[src/rtl/core/lbp_pkg.sv]
package lbp_pkg;

  localparam int unsigned MaxFieldBits = 64;
  localparam int unsigned RangeMaxBits = 32;
  localparam int unsigned JobDepth     = 4;
  localparam int unsigned JobAw        = $clog2(JobDepth);

  typedef enum logic [2:0] {
    ModeBit   = 3'd0,
    ModeRaw   = 3'd1,
    ModeRange = 3'd2,
    ModeSoft  = 3'd3,
    ModeFlush = 3'd4
  } mode_e;

  // classified field, before merging with the pending partial byte
  typedef struct packed {
    logic [63:0] bits;
    logic [6:0]  len;
    logic        err;
    logic        flush;
  } field_t;

  // one packed input: up to eight finished bytes and the status they carry
  typedef struct packed {
    logic [63:0] data;
    logic [3:0]  nbytes;
    logic        err;
    logic [31:0] bits_written;
  } job_t;

  typedef struct packed {
    logic        byte_valid;
    logic [7:0]  out_byte;
    logic        last_of_run;
    logic        range_error;
    logic [31:0] bits_written;
  } res_t;

  function automatic logic [63:0] low_mask64(logic [6:0] n);
    logic [63:0] m;
    if (n >= 7'(MaxFieldBits)) begin
      m = '1;
    end else begin
      m = (64'd1 << n[5:0]) - 64'd1;
    end
    return m;
  endfunction

  function automatic logic [31:0] low_mask32(logic [5:0] n);
    logic [31:0] m;
    if (n >= 6'(RangeMaxBits)) begin
      m = '1;
    end else begin
      m = (32'd1 << n[4:0]) - 32'd1;
    end
    return m;
  endfunction

endpackage

[src/rtl/core/lsb_first_bit_packer.sv]
// Channel   Handshake             Fields
// input     push / full           mode_i value_i bit_count_i min_value_i max_value_i range_bits_i
// result    empty / pop           byte_valid_o out_byte_o last_of_run_o range_error_o
//                                 bits_written_o
//
// One word is taken per cycle while full is low; the front classifies it, then
// merges it with the pending partial byte and queues the finished bytes (four-entry
// job queue). The back sends one result word per cycle while results are popped:
// one for each finished byte of a word, or one with byte_valid low for a word that
// fills none. Sustained rate is one input per cycle while results are popped and
// each input yields at most one result. Reset clears the pending bits and the stream bit count.
module lsb_first_bit_packer import lbp_pkg::*; (
  input  logic        clk_i,
  input  logic        rst_ni,
  input  logic        push,
  output logic        full,
  input  logic [2:0]  mode_i,
  input  logic [63:0] value_i,
  input  logic [6:0]  bit_count_i,
  input  logic [31:0] min_value_i,
  input  logic [31:0] max_value_i,
  input  logic [5:0]  range_bits_i,
  output logic        empty,
  input  logic        pop,
  output logic        byte_valid_o,
  output logic [7:0]  out_byte_o,
  output logic        last_of_run_o,
  output logic        range_error_o,
  output logic [31:0] bits_written_o
);

  job_t job_in, job_out;
  logic job_push, job_full, job_pop, job_empty;
  logic res_vld;
  res_t res;

  lbp_front u_front (
    .clk_i,
    .rst_ni,
    .push_i       (push),
    .full_o       (full),
    .mode_i,
    .value_i,
    .bit_count_i,
    .min_value_i,
    .max_value_i,
    .range_bits_i,
    .job_push_o   (job_push),
    .job_full_i   (job_full),
    .job_o        (job_in)
  );

  lbp_job_fifo u_fifo (
    .clk_i,
    .rst_ni,
    .push_i  (job_push),
    .full_o  (job_full),
    .wdata_i (job_in),
    .pop_i   (job_pop),
    .empty_o (job_empty),
    .rdata_o (job_out)
  );

  lbp_back u_back (
    .clk_i,
    .rst_ni,
    .job_empty_i (job_empty),
    .job_i       (job_out),
    .job_pop_o   (job_pop),
    .res_vld_o   (res_vld),
    .res_take_i  (pop),
    .res_o       (res)
  );

  assign empty          = !res_vld;
  assign byte_valid_o   = res.byte_valid;
  assign out_byte_o     = res.out_byte;
  assign last_of_run_o  = res.last_of_run;
  assign range_error_o  = res.range_error;
  assign bits_written_o = res.bits_written;

endmodule

[src/rtl/core/lbp_front.sv]
module lbp_front import lbp_pkg::*; (
  input  logic         clk_i,
  input  logic         rst_ni,
  input  logic         push_i,
  output logic         full_o,
  input  logic [2:0]   mode_i,
  input  logic [63:0]  value_i,
  input  logic [6:0]   bit_count_i,
  input  logic [31:0]  min_value_i,
  input  logic [31:0]  max_value_i,
  input  logic [5:0]   range_bits_i,
  output logic         job_push_o,
  input  logic         job_full_i,
  output job_t         job_o
);

  field_t      fld_d, fld_q;
  logic        vld_q;
  logic        adv;

  logic [6:0]  pend_bits_q, pend_bits_d;
  logic [2:0]  pend_cnt_q, pend_cnt_d;
  logic [31:0] pos_q, pos_d;

  logic signed [63:0] sval, minv, maxv;
  logic [6:0]  bcount;
  logic [5:0]  rbits;
  logic [31:0] clamped;
  logic [31:0] rel;

  logic [70:0] merged;
  logic [6:0]  total;
  logic [6:0]  adv_bits;
  logic [32:0] pos_sum;

  assign sval = $signed(value_i);
  assign minv = $signed({{32{min_value_i[31]}}, min_value_i});
  assign maxv = $signed({{32{max_value_i[31]}}, max_value_i});
  assign bcount = (bit_count_i > 7'(MaxFieldBits)) ? 7'(MaxFieldBits) : bit_count_i;
  assign rbits  = (range_bits_i > 6'(RangeMaxBits)) ? 6'(RangeMaxBits) : range_bits_i;

  always_comb begin
    if (sval < minv) begin
      clamped = min_value_i;
    end else if (sval > maxv) begin
      clamped = max_value_i;
    end else begin
      clamped = value_i[31:0];
    end
    rel = clamped - min_value_i;
  end

  // classify the field: its bits, LSB first, and its length
  always_comb begin
    fld_d = '0;
    unique case (mode_i)
      ModeBit: begin
        fld_d.bits = {63'd0, value_i[0]};
        fld_d.len  = 7'd1;
      end
      ModeRaw: begin
        fld_d.bits = value_i & low_mask64(bcount);
        fld_d.len  = bcount;
      end
      ModeRange: begin
        fld_d.bits = {32'd0, rel & low_mask32(rbits)};
        fld_d.len  = {1'b0, rbits};
        fld_d.err  = (sval < minv) || (sval > maxv);
      end
      ModeSoft: begin
        if (sval <= maxv) begin
          fld_d.bits = {31'd0,
                        (value_i[63] ? 32'd0 : value_i[31:0]) & low_mask32(rbits),
                        1'b1};
          fld_d.len  = 7'({1'b0, rbits}) + 7'd1;
          fld_d.err  = value_i[63];
        end else begin
          fld_d.bits = {31'd0, value_i[31:0], 1'b0};
          fld_d.len  = 7'd33;
        end
      end
      ModeFlush: begin
        fld_d.flush = 1'b1;
      end
      default: begin
        fld_d = '0;
      end
    endcase
  end

  assign job_push_o = vld_q && !job_full_i;
  assign adv        = !vld_q || !job_full_i;
  assign full_o     = !adv;

  // merge with the pending partial byte, or on a flush emit that byte zero-padded
  always_comb begin
    merged      = ({7'd0, fld_q.bits} << pend_cnt_q) | {64'd0, pend_bits_q};
    total       = 7'({4'd0, pend_cnt_q}) + fld_q.len;
    job_o.err   = fld_q.err;
    if (fld_q.flush) begin
      job_o.data   = {57'd0, pend_bits_q};
      job_o.nbytes = (pend_cnt_q != 3'd0) ? 4'd1 : 4'd0;
      adv_bits     = (pend_cnt_q != 3'd0) ? (7'd8 - {4'd0, pend_cnt_q}) : 7'd0;
      pend_bits_d  = '0;
      pend_cnt_d   = '0;
    end else begin
      job_o.data   = merged[63:0];
      job_o.nbytes = total[6:3];
      adv_bits     = fld_q.len;
      pend_bits_d  = 7'(merged >> {total[6:3], 3'b000});
      pend_cnt_d   = total[2:0];
    end
    pos_sum            = {1'b0, pos_q} + {26'd0, adv_bits};
    // hold at all ones once the count overflows
    pos_d              = pos_sum[32] ? '1 : pos_sum[31:0];
    job_o.bits_written = pos_d;
  end

  always_ff @(posedge clk_i or negedge rst_ni) begin
    if (!rst_ni) begin
      vld_q       <= 1'b0;
      pend_bits_q <= '0;
      pend_cnt_q  <= '0;
      pos_q       <= '0;
    end else begin
      if (adv) begin
        vld_q <= push_i;
      end
      if (job_push_o) begin
        pend_bits_q <= pend_bits_d;
        pend_cnt_q  <= pend_cnt_d;
        pos_q       <= pos_d;
      end
    end
  end

  always_ff @(posedge clk_i) begin
    if (adv && push_i) begin
      fld_q <= fld_d;
    end
  end

endmodule

[src/rtl/core/lbp_job_fifo.sv]
module lbp_job_fifo import lbp_pkg::*; (
  input  logic clk_i,
  input  logic rst_ni,
  input  logic push_i,
  output logic full_o,
  input  job_t wdata_i,
  input  logic pop_i,
  output logic empty_o,
  output job_t rdata_o
);

  job_t             mem [JobDepth];
  logic [JobAw-1:0] wr_q, rd_q;
  logic [JobAw:0]   cnt_q;
  logic             do_push, do_pop;

  assign full_o  = (cnt_q == (JobAw+1)'(JobDepth));
  assign empty_o = (cnt_q == '0);
  assign do_push = push_i && !full_o;
  assign do_pop  = pop_i && !empty_o;
  assign rdata_o = mem[rd_q];

  always_ff @(posedge clk_i or negedge rst_ni) begin
    if (!rst_ni) begin
      wr_q  <= '0;
      rd_q  <= '0;
      cnt_q <= '0;
    end else begin
      if (do_push) begin
        wr_q <= wr_q + JobAw'(1);
      end
      if (do_pop) begin
        rd_q <= rd_q + JobAw'(1);
      end
      if (do_push && !do_pop) begin
        cnt_q <= cnt_q + (JobAw+1)'(1);
      end else if (do_pop && !do_push) begin
        cnt_q <= cnt_q - (JobAw+1)'(1);
      end
    end
  end

  always_ff @(posedge clk_i) begin
    if (do_push) begin
      mem[wr_q] <= wdata_i;
    end
  end

endmodule

[src/rtl/core/lbp_back.sv]
module lbp_back import lbp_pkg::*; (
  input  logic clk_i,
  input  logic rst_ni,
  input  logic job_empty_i,
  input  job_t job_i,
  output logic job_pop_o,
  output logic res_vld_o,
  input  logic res_take_i,
  output res_t res_o
);

  logic       vld_q;
  res_t       res_q;
  logic [2:0] idx_q;
  logic       load;
  logic       last;
  logic       has_byte;

  assign has_byte  = (job_i.nbytes != 4'd0);
  assign last      = !has_byte || (({1'b0, idx_q} + 4'd1) == job_i.nbytes);
  assign load      = !job_empty_i && (!vld_q || res_take_i);
  assign job_pop_o = load && last;
  assign res_vld_o = vld_q;
  assign res_o     = res_q;

  always_ff @(posedge clk_i or negedge rst_ni) begin
    if (!rst_ni) begin
      vld_q <= 1'b0;
      idx_q <= '0;
    end else begin
      if (load) begin
        vld_q <= 1'b1;
        // advance through the job's bytes, drop back to the first on the last
        idx_q <= last ? 3'd0 : idx_q + 3'd1;
      end else if (res_take_i) begin
        vld_q <= 1'b0;
      end
    end
  end

  always_ff @(posedge clk_i) begin
    if (load) begin
      res_q.byte_valid   <= has_byte;
      res_q.out_byte     <= has_byte ? job_i.data[{idx_q, 3'b000} +: 8] : 8'd0;
      res_q.last_of_run  <= last;
      res_q.range_error  <= job_i.err;
      res_q.bits_written <= job_i.bits_written;
    end
  end

endmodule
[config.mk]
export PLATFORM = sky130hd
export DESIGN_NAME = lsb_first_bit_packer
export DESIGN_NICKNAME = d
export VERILOG_FILES = /design/src/rtl/core/lbp_pkg.sv /design/src/rtl/core/lsb_first_bit_packer.sv /design/src/rtl/core/lbp_front.sv /design/src/rtl/core/lbp_job_fifo.sv /design/src/rtl/core/lbp_back.sv
export SDC_FILE = /design/constraint.sdc
export NUM_CORES = 1
export LEC_CHECK = 0
export BUFFER_PORTS_ARGS = -buffer_cell sky130_fd_sc_hd__buf_4
export CORE_UTILIZATION = 31
export DETAILED_ROUTE_END_ITERATION = 8
export MAX_ROUTING_LAYER = met4
export SLEW_MARGIN = 20
export SYNTH_ARGS = -nofsm -noshare
export SYNTH_HDL_FRONTEND = slang
export SYNTH_SLANG_ARGS = --single-unit
[constraint.sdc]
create_clock -name clk_i -period 5.71 [get_ports clk_i]
set_input_delay 0.571 -clock clk_i [delete_from_list [all_inputs] [get_ports clk_i]]
set_output_delay 0.571 -clock clk_i [all_outputs]
set_load 0.02 [all_outputs]
[Word-level counts from Yosys, hierarchy flattened]
Memories as Yosys holds them, arrays and structs flattened.
Index checks and enable logic that the tools add are counted.
Word-level totals
  memories kept: 1
  bits in registers: 170
  RAM bits: 404
Memory list
  u_fifo.mem: words 4, bits a word 101, read ports 1, clocked after Yosys merged registers in 0, write ports 1, RTL line lbp_job_fifo.sv:12  | job_t mem [JobDepth];
Cells by class
  bitwise operators: 4
  muxes and demuxes: 30
  order comparisons: 7
  equal/unequal tests: 6
  $add $sub $neg: 13
  reductions and logical operators: 26
  shift-type cells: 5
Operator list (number)
  $pmux 71 s4: 1
  $mux 32: 8
  $mux 64: 2
  $or 71x7->71: 1
  $shl 64x3->71: 1
  $shr 71x7->7: 1
  $mux 68: 1
  $and 32x32->32: 2
  $and 64x64->64: 1
  $gt 64x32->1: 1
  $le 64x32->1: 1
  $lt 64x32->1: 1
  $shiftx 64x7->8: 1
  $shl 1x6->64 const A: 1
  $sub 64x1->64 const B: 1
  $mux 40: 1
  $add 32x7->33: 1
  $shl 1x5->32 const A: 1
  $sub 32x1->32 const B: 1
  $sub 32x32->32: 1
  $mux 7: 4
  $mux 3: 4
  $logic_and 1x1->1: 8
  $logic_not 1->1: 8
  23 further kinds: 38

[Depth between registers and ports, before layout]
Gate-level depths: netlist of run 1.
  depth after elaboration: 10
  gate-level depth with buffers: 26

[Modules after synthesis]
From an unflattened synthesis of run 1, not the netlist that was laid out.
Unflattened totals
  cell total of the unflattened synthesis: 2780
  area, all modules: 34117.7 um^2
Modules (own cells, without submodules)
  lbp_front: times used 1, area an instance 16912.5 um^2, cells an instance 2098, seq. area each 3268.1 um^2
  lbp_job_fifo: times used 1, area an instance 15063.2 um^2, cells an instance 564, seq. area each 12306.8 um^2
  lbp_back: times used 1, area an instance 2138.3 um^2, cells an instance 117, seq. area each 1391.3 um^2
  lsb_first_bit_packer: times used 1, area an instance 3.8 um^2, cells an instance 1, seq. area each 0.0 um^2

[Least setup slack after synthesis of run 1]
Ideal clock, no wire load.
  kind: input to register
  start point: input port min_value_i[31]
  end point: register u_front.fld_q[38] in the netlist's numbering, data pin
  data arrival time: 5520 ps
  library setup time: 272 ps
  buffers on the path: 3
  stages: 23
  path slack: -81 ps
  required time: 5438 ps
  cells stage by stage: inv_1 -> ha_1 -> a21oi_1 -> nor2_1 -> a211oi_1 -> o21ai_0 -> a211o_1 -> a22o_1 -> a311o_1 -> clkbuf_1 -> clkbuf_1 -> nor2_1 -> a21oi_1 -> ha_1 -> clkbuf_1 -> a2111o_1 -> o2111ai_1 -> a32oi_1 -> o2bb2ai_1 -> a221o_1 -> a31oi_1 -> xor2_1 -> o311ai_1
RTL lines
  start: declaration: RTL line lsb_first_bit_packer.sv:20  | input logic [31:0] min_value_i,
  end signal: assignment: RTL line lbp_front.sv:139  | fld_q <= fld_d;
  end: declaration: RTL line lbp_front.sv:17  | field_t fld_d, fld_q;

==> out/qor.yml, run 1 <==
finalHoldViolCount: 0
vias_per_cell: 5.43
grt_pass1_wl_um: 147000
initial_core_util_pct: 31.3
ys_ff_latch: 574
coreArea_um2: 109000
cts_tree: "done"
rsz0062_at_grt: "false"
vias: 24795
final_max_slew_viol_count: 0
multi_input_area_um2: 16100
final.setup.worst_slack_ns: 0.292
cp_max_fo: 13
synth_edf_count: 520
final_core_util_pct: 36.6
cts.path.max_buffers: 3
place_congestion: 0.944
synth_mux_area_share_pct: 15.0
syn2layout_area_growth_pct: 17.0
cp_slowest_cell: "a311o_2"
cp_data_arrival_time_ns: 5.89
detailedRoute.firstIterationViolations: 2200
r2r_slack_ns: 0.98
syn_nets: 3174
crit_family: "compound AO/OA/AOI/OAI gates"
cts_made_buffers: 55
grt_pass1_vias: 24099
finalClockSkew_ns: 0.0177
max_freq_mhz: 185
required_ns: 6.19
cap_violations: 0
detail-route-antenna-nets: 0
final_nets: 3434
path_class: "in -> reg"
die-area_um2: 111000
grt_max_degree: 78
wl_per_cell_um: 21.2
finalCritPeriodShare_pct: 94.9
htreeDepth: 2
synth_compound_area_share_pct: 12.3
fin_area_um2: 39900
clk_latency_ns: 0.62
path_buf_inv: 4
final_cell_count_no_fill: 4565
grtUsageTotal_pct: 17.6
cts-hold-fix-buffers: 0
synth.distinct_cells: 88
relSlewSlack_pct: 31.0
cp_cell_sequence: "buf_4 > inv_1 > ha_1 > a21o_1 > a31oi_1 > o21ai_1 > a2111oi_0 > buf_4 > o211a_1 > o21ai_0 > a311o_2 > buf_4 > o21a_1 > fa_1 > nor2b_1 > o21ai_0 > a211oi_1 > o2111ai_1 > nand3_1 > a31oi_1 > nor2_1 > a311oi_1 > or4_1 > nand3_1"
synth-adder-area-share_pct: 6.98
synth_top_family_by_area: "multiplexers"
drc: 0
chipHeight_um: 334
row_count: 121
portBuffers: 192
synthArstFlopShare_pct: 9.41
regArea_um2: 17000
syn_area_um2: 34100
drive_above_1_share_pct: 22.7
numClockSinks: 574
syn_inst: 2838
netlist.area_leader.share_pct: 45.8
syn_avg_cell_area_um2: 12.0
nFillCells: 10629
tightest_slew_ns: 1.04
cp_slowest_stage_delay_ns: 0.53
ir_drop_mv: 0.266
path_common_cell: "buf_4"
finalPower_mw: 17.7
dpl_cell_area_um2: 38000
dp_slack_ns: -0.497
ys_top_cells_by_area: "edfxtp_1 46%, mux4_2 12%, ha_1 6.7%"
leakage_nw: 14.9
min_period_ns: 5.42
io_pins: 193
status: "finished clean"
antenna_found_initial: 6
dp_cells: 4453
critPathCaptureType: "flip-flop"
critPathLaunchType: "input port"
synth-warning-count: 0
synth_most_common_cell: "edfxtp_1"
synthXorXnorAreaFrac_pct: 2.05
drt_wl_total_um: 96900
hp-class: "in -> async"
root_buffer: "clkbuf_16"
setup_violations: 0
yosysSeqAreaShare_pct: 49.7
powerDensity_nw_per_um2: 445
synth_commonest_cells: "520 x edfxtp_1, 254 x nor2_1, 235 x a21oi_1"
hpwl_um: 71500
first_pass_iters: 6
die_w_um: 334
synth_top_area_cell: "edfxtp_1"
synthSimpleGateAreaFrac_pct: 10.6
grt-ovfl-total: 0
path_clk_slew_ns: 0.06
ys.flop_type: "edfxtp_1"
[worst paths after layout]
kind	start	cells past startpoint	endpoint
hold / removal	rst_ni	1	u_back.res_vld_o$_DFFE_PN0P_
max in group asynchronous	rst_ni	1	u_front.pend_cnt_q[0]$_DFFE_PN0P_
min in group clk_i	pop	2	u_back.res_vld_o$_DFFE_PN0P_
hold reg to reg	u_front.pos_q[0]$_DFFE_PN0P_	1	u_front.pos_q[0]$_DFFE_PN0P_
setup reg to reg	u_front.pend_cnt_q[0]$_DFFE_PN0P_	17	u_front.pos_q[22]$_DFFE_PN0P_
setup / recovery	min_value_i[2]	24	u_front.fld_q[35]$_DFFE_PP_
[worst register-to-register path, delay by kind of cell, from the launching register on]
family	cells	cell delay, ns
AOI/OAI and AO/OA	8	1.37
adders and majority gates	4	1.02
buffers and inverters	2	0.24
DFF	1	0.51
and+or+nand+nor	3	1.45
[stage by stage]
step	setup TNS [ns]	hold slack (ns)
after floorplan	0	0.275
after global placement	-3.79	0.497
after detailed placement	-5.48	0.502
after CTS	0	0.0426
after global routing	0	0.0692
final	0	0.0354
[final cells by class]
type / instances / share of cell area, %
inverters: 116 / 1.10
well taps: 1414 / 4.43
clock buffers: 70 / 3.77
clock inverters: 34 / 0.809
repair buffers: 369 / 7.05
flip-flops and latches: 574 / 42.6
diodes: 6 / 0.0376
multi-input cells: 1982 / 40.2
[repair_timing]
item / in CTS / in global routing
endpoints found under the setup margin: 0 / 3
gates resized for setup: 0 / 1
hold endpoints to repair: 0 / 0
setup buffers: 0 / 1
[routing by layer]
layer / vias to the layer above / global-route usage, % / part of all wire [%] / routed length [um]
li1: 11536 / - / - / -
met1: 12236 / 23.1 / 44 / 42400
met2: 859 / 27.9 / 47 / 45700
met3: 164 / 2.22 / 5.4 / 5230
met4: 0 / 6.29 / 3.7 / 3550
met5: - / - / 0 / 0
[sequential cells by signal, indices dropped and copies added (netlist names)]
signal,count
u_fifo.cnt_q,3
u_fifo.mem,404
u_back.res_o,43
u_front.pend_cnt_q,3
u_front.pend_bits_q,7
u_back.idx_q,3
u_back.res_vld_o,1
u_front.pos_q,32
u_front.vld_q,1
u_fifo.wr_q,2
u_front.fld_q,72
u_fifo.rd_q,2
u_front.job_o,1
[cells in the final DEF, fill, tap and decap left out, types with 23 or more instances in the layout]
| master | Yosys | routed |
|---|---|---|
| mux2_2 | 25 | 25 |
| dfrtp_1 | 54 | 49 |
| nand4_1 | 39 | 39 |
| xnor2_1 | 49 | 49 |
| mux4_2 | 180 | 180 |
| buf_4 | 7 | 364 |
| xor2_1 | 31 | 30 |
| nor2_1 | 254 | 254 |
| ha_1 | 184 | 184 |
| clkbuf_16 | 0 | 56 |
| a21o_1 | 32 | 32 |
| edfxtp_1 | 520 | 520 |
| inv_1 | 109 | 107 |
| a21oi_1 | 235 | 235 |
| a31oi_1 | 43 | 43 |
| nand3_1 | 89 | 89 |
| o21ai_0 | 144 | 144 |
| nor2b_1 | 24 | 23 |
| and3_1 | 33 | 29 |
| mux2i_1 | 68 | 68 |
| nor3_1 | 30 | 29 |
| o211ai_1 | 23 | 23 |
| nand2_1 | 211 | 211 |
| o311ai_0 | 26 | 25 |
[cells by family (layout without fill, tap and decap cells)]
| group | count (synthesis) | count (layout) |
|---|---|---|
| and+or+nand+nor | 769 | 769 |
| adders and majority gates | 188 | 188 |
| AOI/OAI and AO/OA | 668 | 668 |
| xor gates and xnor gates | 80 | 80 |
| other | 0 | 6 |
| muxes | 277 | 277 |
| buffers and inverters | 282 | 589 |
| DFF | 574 | 574 |
[power breakdown]
part | leakage [nW] | internal, mW | switching, mW
clock network | 0.892 | 2.06 | 1.60
registers | 5.66 | 6.33 | 0.578
logic | 8.35 | 3.11 | 4.07
No activity file was read; power rests on OpenSTA's default activity.
==> run 2: changes to the inputs <==
- CORE_MARGIN: default -> 2
- CTS_BUF_LIST: default -> sky130_fd_sc_hd__clkbuf_8
==> run 2 against run 1 <==
First-iteration DRC count is 3.8% higher. Cell area rose by 0.10%. Sequential share of layout area about the same. Utilization barely moved. Non-clock buffer count is the same. Die area increased by 1.2%. Combinational power about the same. Clock power fell by 2%. Clock skew up 0.019 ns. Maximum frequency is 0.56% higher. Total power decreased by 0.68%. Routed wire length fell by 0.16%. Critical path type unchanged. Critical endpoint is now u_front.fld_q[33]$_DFFE_PP_.
==> out/qor.yml, run 2 (synthesis results as in run 1) <==
cap_violations: 0  # unchanged
cts_made_buffers: 89  # was 55
grt_max_degree: 78  # unchanged
rsz0062_at_grt: "false"  # unchanged
min_period_ns: 5.39  # was 5.42 ns
grt-ovfl-total: 0  # unchanged
first_pass_iters: 6  # unchanged
relSlewSlack_pct: 33.7  # was 31.0%
cts_tree: "done"  # unchanged
drc: 0  # unchanged
dp_cells: 4453  # unchanged
hp-class: "in -> reg"  # was in -> async
cp_max_fo: 22  # was 13
critPathCaptureType: "flip-flop"  # unchanged
grtUsageTotal_pct: 17.4  # was 17.6%
regArea_um2: 17000  # unchanged
cp_data_arrival_time_ns: 5.84  # was 5.89 ns
max_freq_mhz: 186  # was 185 MHz
detail-route-antenna-nets: 0  # unchanged
place_congestion: 0.967  # was 0.944
crit_start: "value_i[1]"  # was min_value_i[2]
finalCritPeriodShare_pct: 94.4  # was 94.9%
portBuffers: 192  # unchanged
numClockSinks: 574  # unchanged
row_count: 121  # unchanged
initial_core_util_pct: 31.3  # unchanged
final_cell_count_no_fill: 4627  # was 4565
multi_input_area_um2: 16100  # about the same
grt_pass1_vias: 24426  # was 24099
root_buffer: "clkbuf_8"  # was clkbuf_16
leakage_nw: 15.0  # was 14.9 nW
cts_resized: 0  # unchanged
cp_slowest_cell: "a311o_2"  # unchanged
hold_start: "push"
status: "finished clean"  # unchanged
syn2layout_area_growth_pct: 17.1  # was 17.0%
grt_pass1_wl_um: 148000  # was 147000 um
hold-path-endpoint: "u_front.vld_q$_DFFE_PN0N_"
setup_violations: 0  # unchanged
r2r_slack_ns: 1.17  # was 0.98 ns
largest_register: "u_fifo.mem"  # unchanged
chipHeight_um: 336  # was 334 um
required_ns: 6.16  # was 6.19 ns
cp_slowest_stage_delay_ns: 0.50  # was 0.53 ns
hold_ws_ns: 0.102  # was 0.0354 ns
drt_wl_total_um: 96700  # was 96900 um
cts.path.max_buffers: 3  # unchanged
critPathLaunchType: "input port"  # unchanged
die-area_um2: 113000  # was 111000 um2
hpwl_um: 70800  # was 71500 um
finalHoldViolCount: 0  # unchanged
ir_drop_mv: 0.308  # was 0.266 mV
vias: 24853  # was 24795
path_common_cell: "buf_4"  # unchanged
reg2reg_to: "u_fifo.mem[2][25]$_DFFE_PP_"  # was u_front.pos_q[22]$_DFFE_PN0P_
layout_common_cells: "520 x edfxtp_1, 364 x buf_4, 254 x nor2_1"  # unchanged
final_max_slew_viol_count: 0  # unchanged
largest_register_ff_count: 404  # unchanged
nFillCells: 10657  # was 10629
finalClockSkew_ns: 0.0365  # was 0.0177 ns
htreeDepth: 3  # was 2
reg2reg_from: "u_front.pend_cnt_q[0]$_DFFE_PN0P_"  # unchanged
path_clk_slew_ns: 0.06  # about the same
clk_latency_ns: 0.70  # was 0.62 ns
reg2reg_depth: 15  # was 17
wl_per_cell_um: 20.9  # was 21.2 um
tightest_slew_ns: 0.995  # was 1.04 ns
die_w_um: 336  # was 334 um
drive_above_1_share_pct: 23.7  # was 22.7%
min_delay_path_depth: 2
vias_per_cell: 5.37  # was 5.43
io_pins: 193  # unchanged
antenna_found_initial: 6  # unchanged
detailedRoute.firstIterationViolations: 2283  # was 2200
powerDensity_nw_per_um2: 441  # was 445 nW/um2
final_common_cell: "edfxtp_1"  # unchanged
coreArea_um2: 109000  # unchanged
final_core_util_pct: 36.6  # about the same
final_nets: 3468  # was 3434
path_class: "in -> reg"  # unchanged
run 2: changes by cell type in the layout (fill, tap and decap cells not counted), moves of 3 or more:
cell        change
clkinv_2       +11
clkbuf_16      -56
clkinvlp_4      +3
bufinv_16       +4
clkbuf_8       +87
clkinv_1        +3
inv_1          +18
clkbuf_1        -9
run 2: report_power, final:
part / switching [mW] / internal [mW] / total (mW) / leakage (nW)
clock: 1.69 / 1.91 / 3.60 / 1.03
sequential: 0.541 / 6.34 / 6.88 / 5.66
combinational: 4.07 / 3.08 / 7.15 / 8.34
total: 6.30 / 11.3 / 17.6 / 15.0
run 2: through the flow:
stage,cell area [um2],setup WS (ns),power [mW],TNS (ns)
2_1_floorplan,34100,0.0174,11.7,0
3_3_place_gp,38000,-0.336,14.1,-2.77
3_5_place_dp,38000,-0.360,14.2,-2.56
4_1_cts,39900,0.365,17.8,0
5_1_grt,39900,0.0445,18.6,0
6_report,39900,0.322,17.6,0
run 2: timing repair:
item	4_1_cts	5_1_grt
hold endpoints to repair	55	0
buffers inserted	0	0
hold buffers	2	0
run 2: final cells by class:
type                    count  area share [%]
diodes                      5          0.0313
well taps                1414            4.43
repair buffers            369            7.04
clock inverters            75            1.54
flip-flops and latches    574            42.5
clock buffers              92            3.17
inverters                 116            1.10
multi-input cells        1982            40.2
run 2: layer usage:
layer	up-vias	global-route usage [%]	share of wire, %
li1	11625	-	-
met1	12176	22.7	44
met2	875	27.7	47
met3	177	2.28	5.4
met4	0	6.63	3.5
met5	-	-	0
run 2: how the worst max path moves through the flow:
stage                                              to  slack (ns)  cells after the start
final                     u_front.fld_q[33]$_DFFE_PP_        0.32                     27
after floorplan           u_front.fld_q[38]$_DFFE_PP_        0.02                     23
after detailed placement  u_front.fld_q[33]$_DFFE_PP_       -0.36                     27
after global placement    u_front.fld_q[33]$_DFFE_PP_       -0.34                     27
after CTS                 u_front.fld_q[33]$_DFFE_PP_        0.36                     27
after global routing      u_front.fld_q[39]$_DFFE_PP_        0.04                     27
run 2: worst max-delay path: cells and delay by family:
family / cells / cell delay (ns)
and+or+nand+nor: 5 / 0.59
xor gates and xnor gates: 1 / 0.14
adders and majority gates: 3 / 0.81
AOI/OAI and AO/OA: 13 / 2.96
buffers and inverters: 5 / 0.76
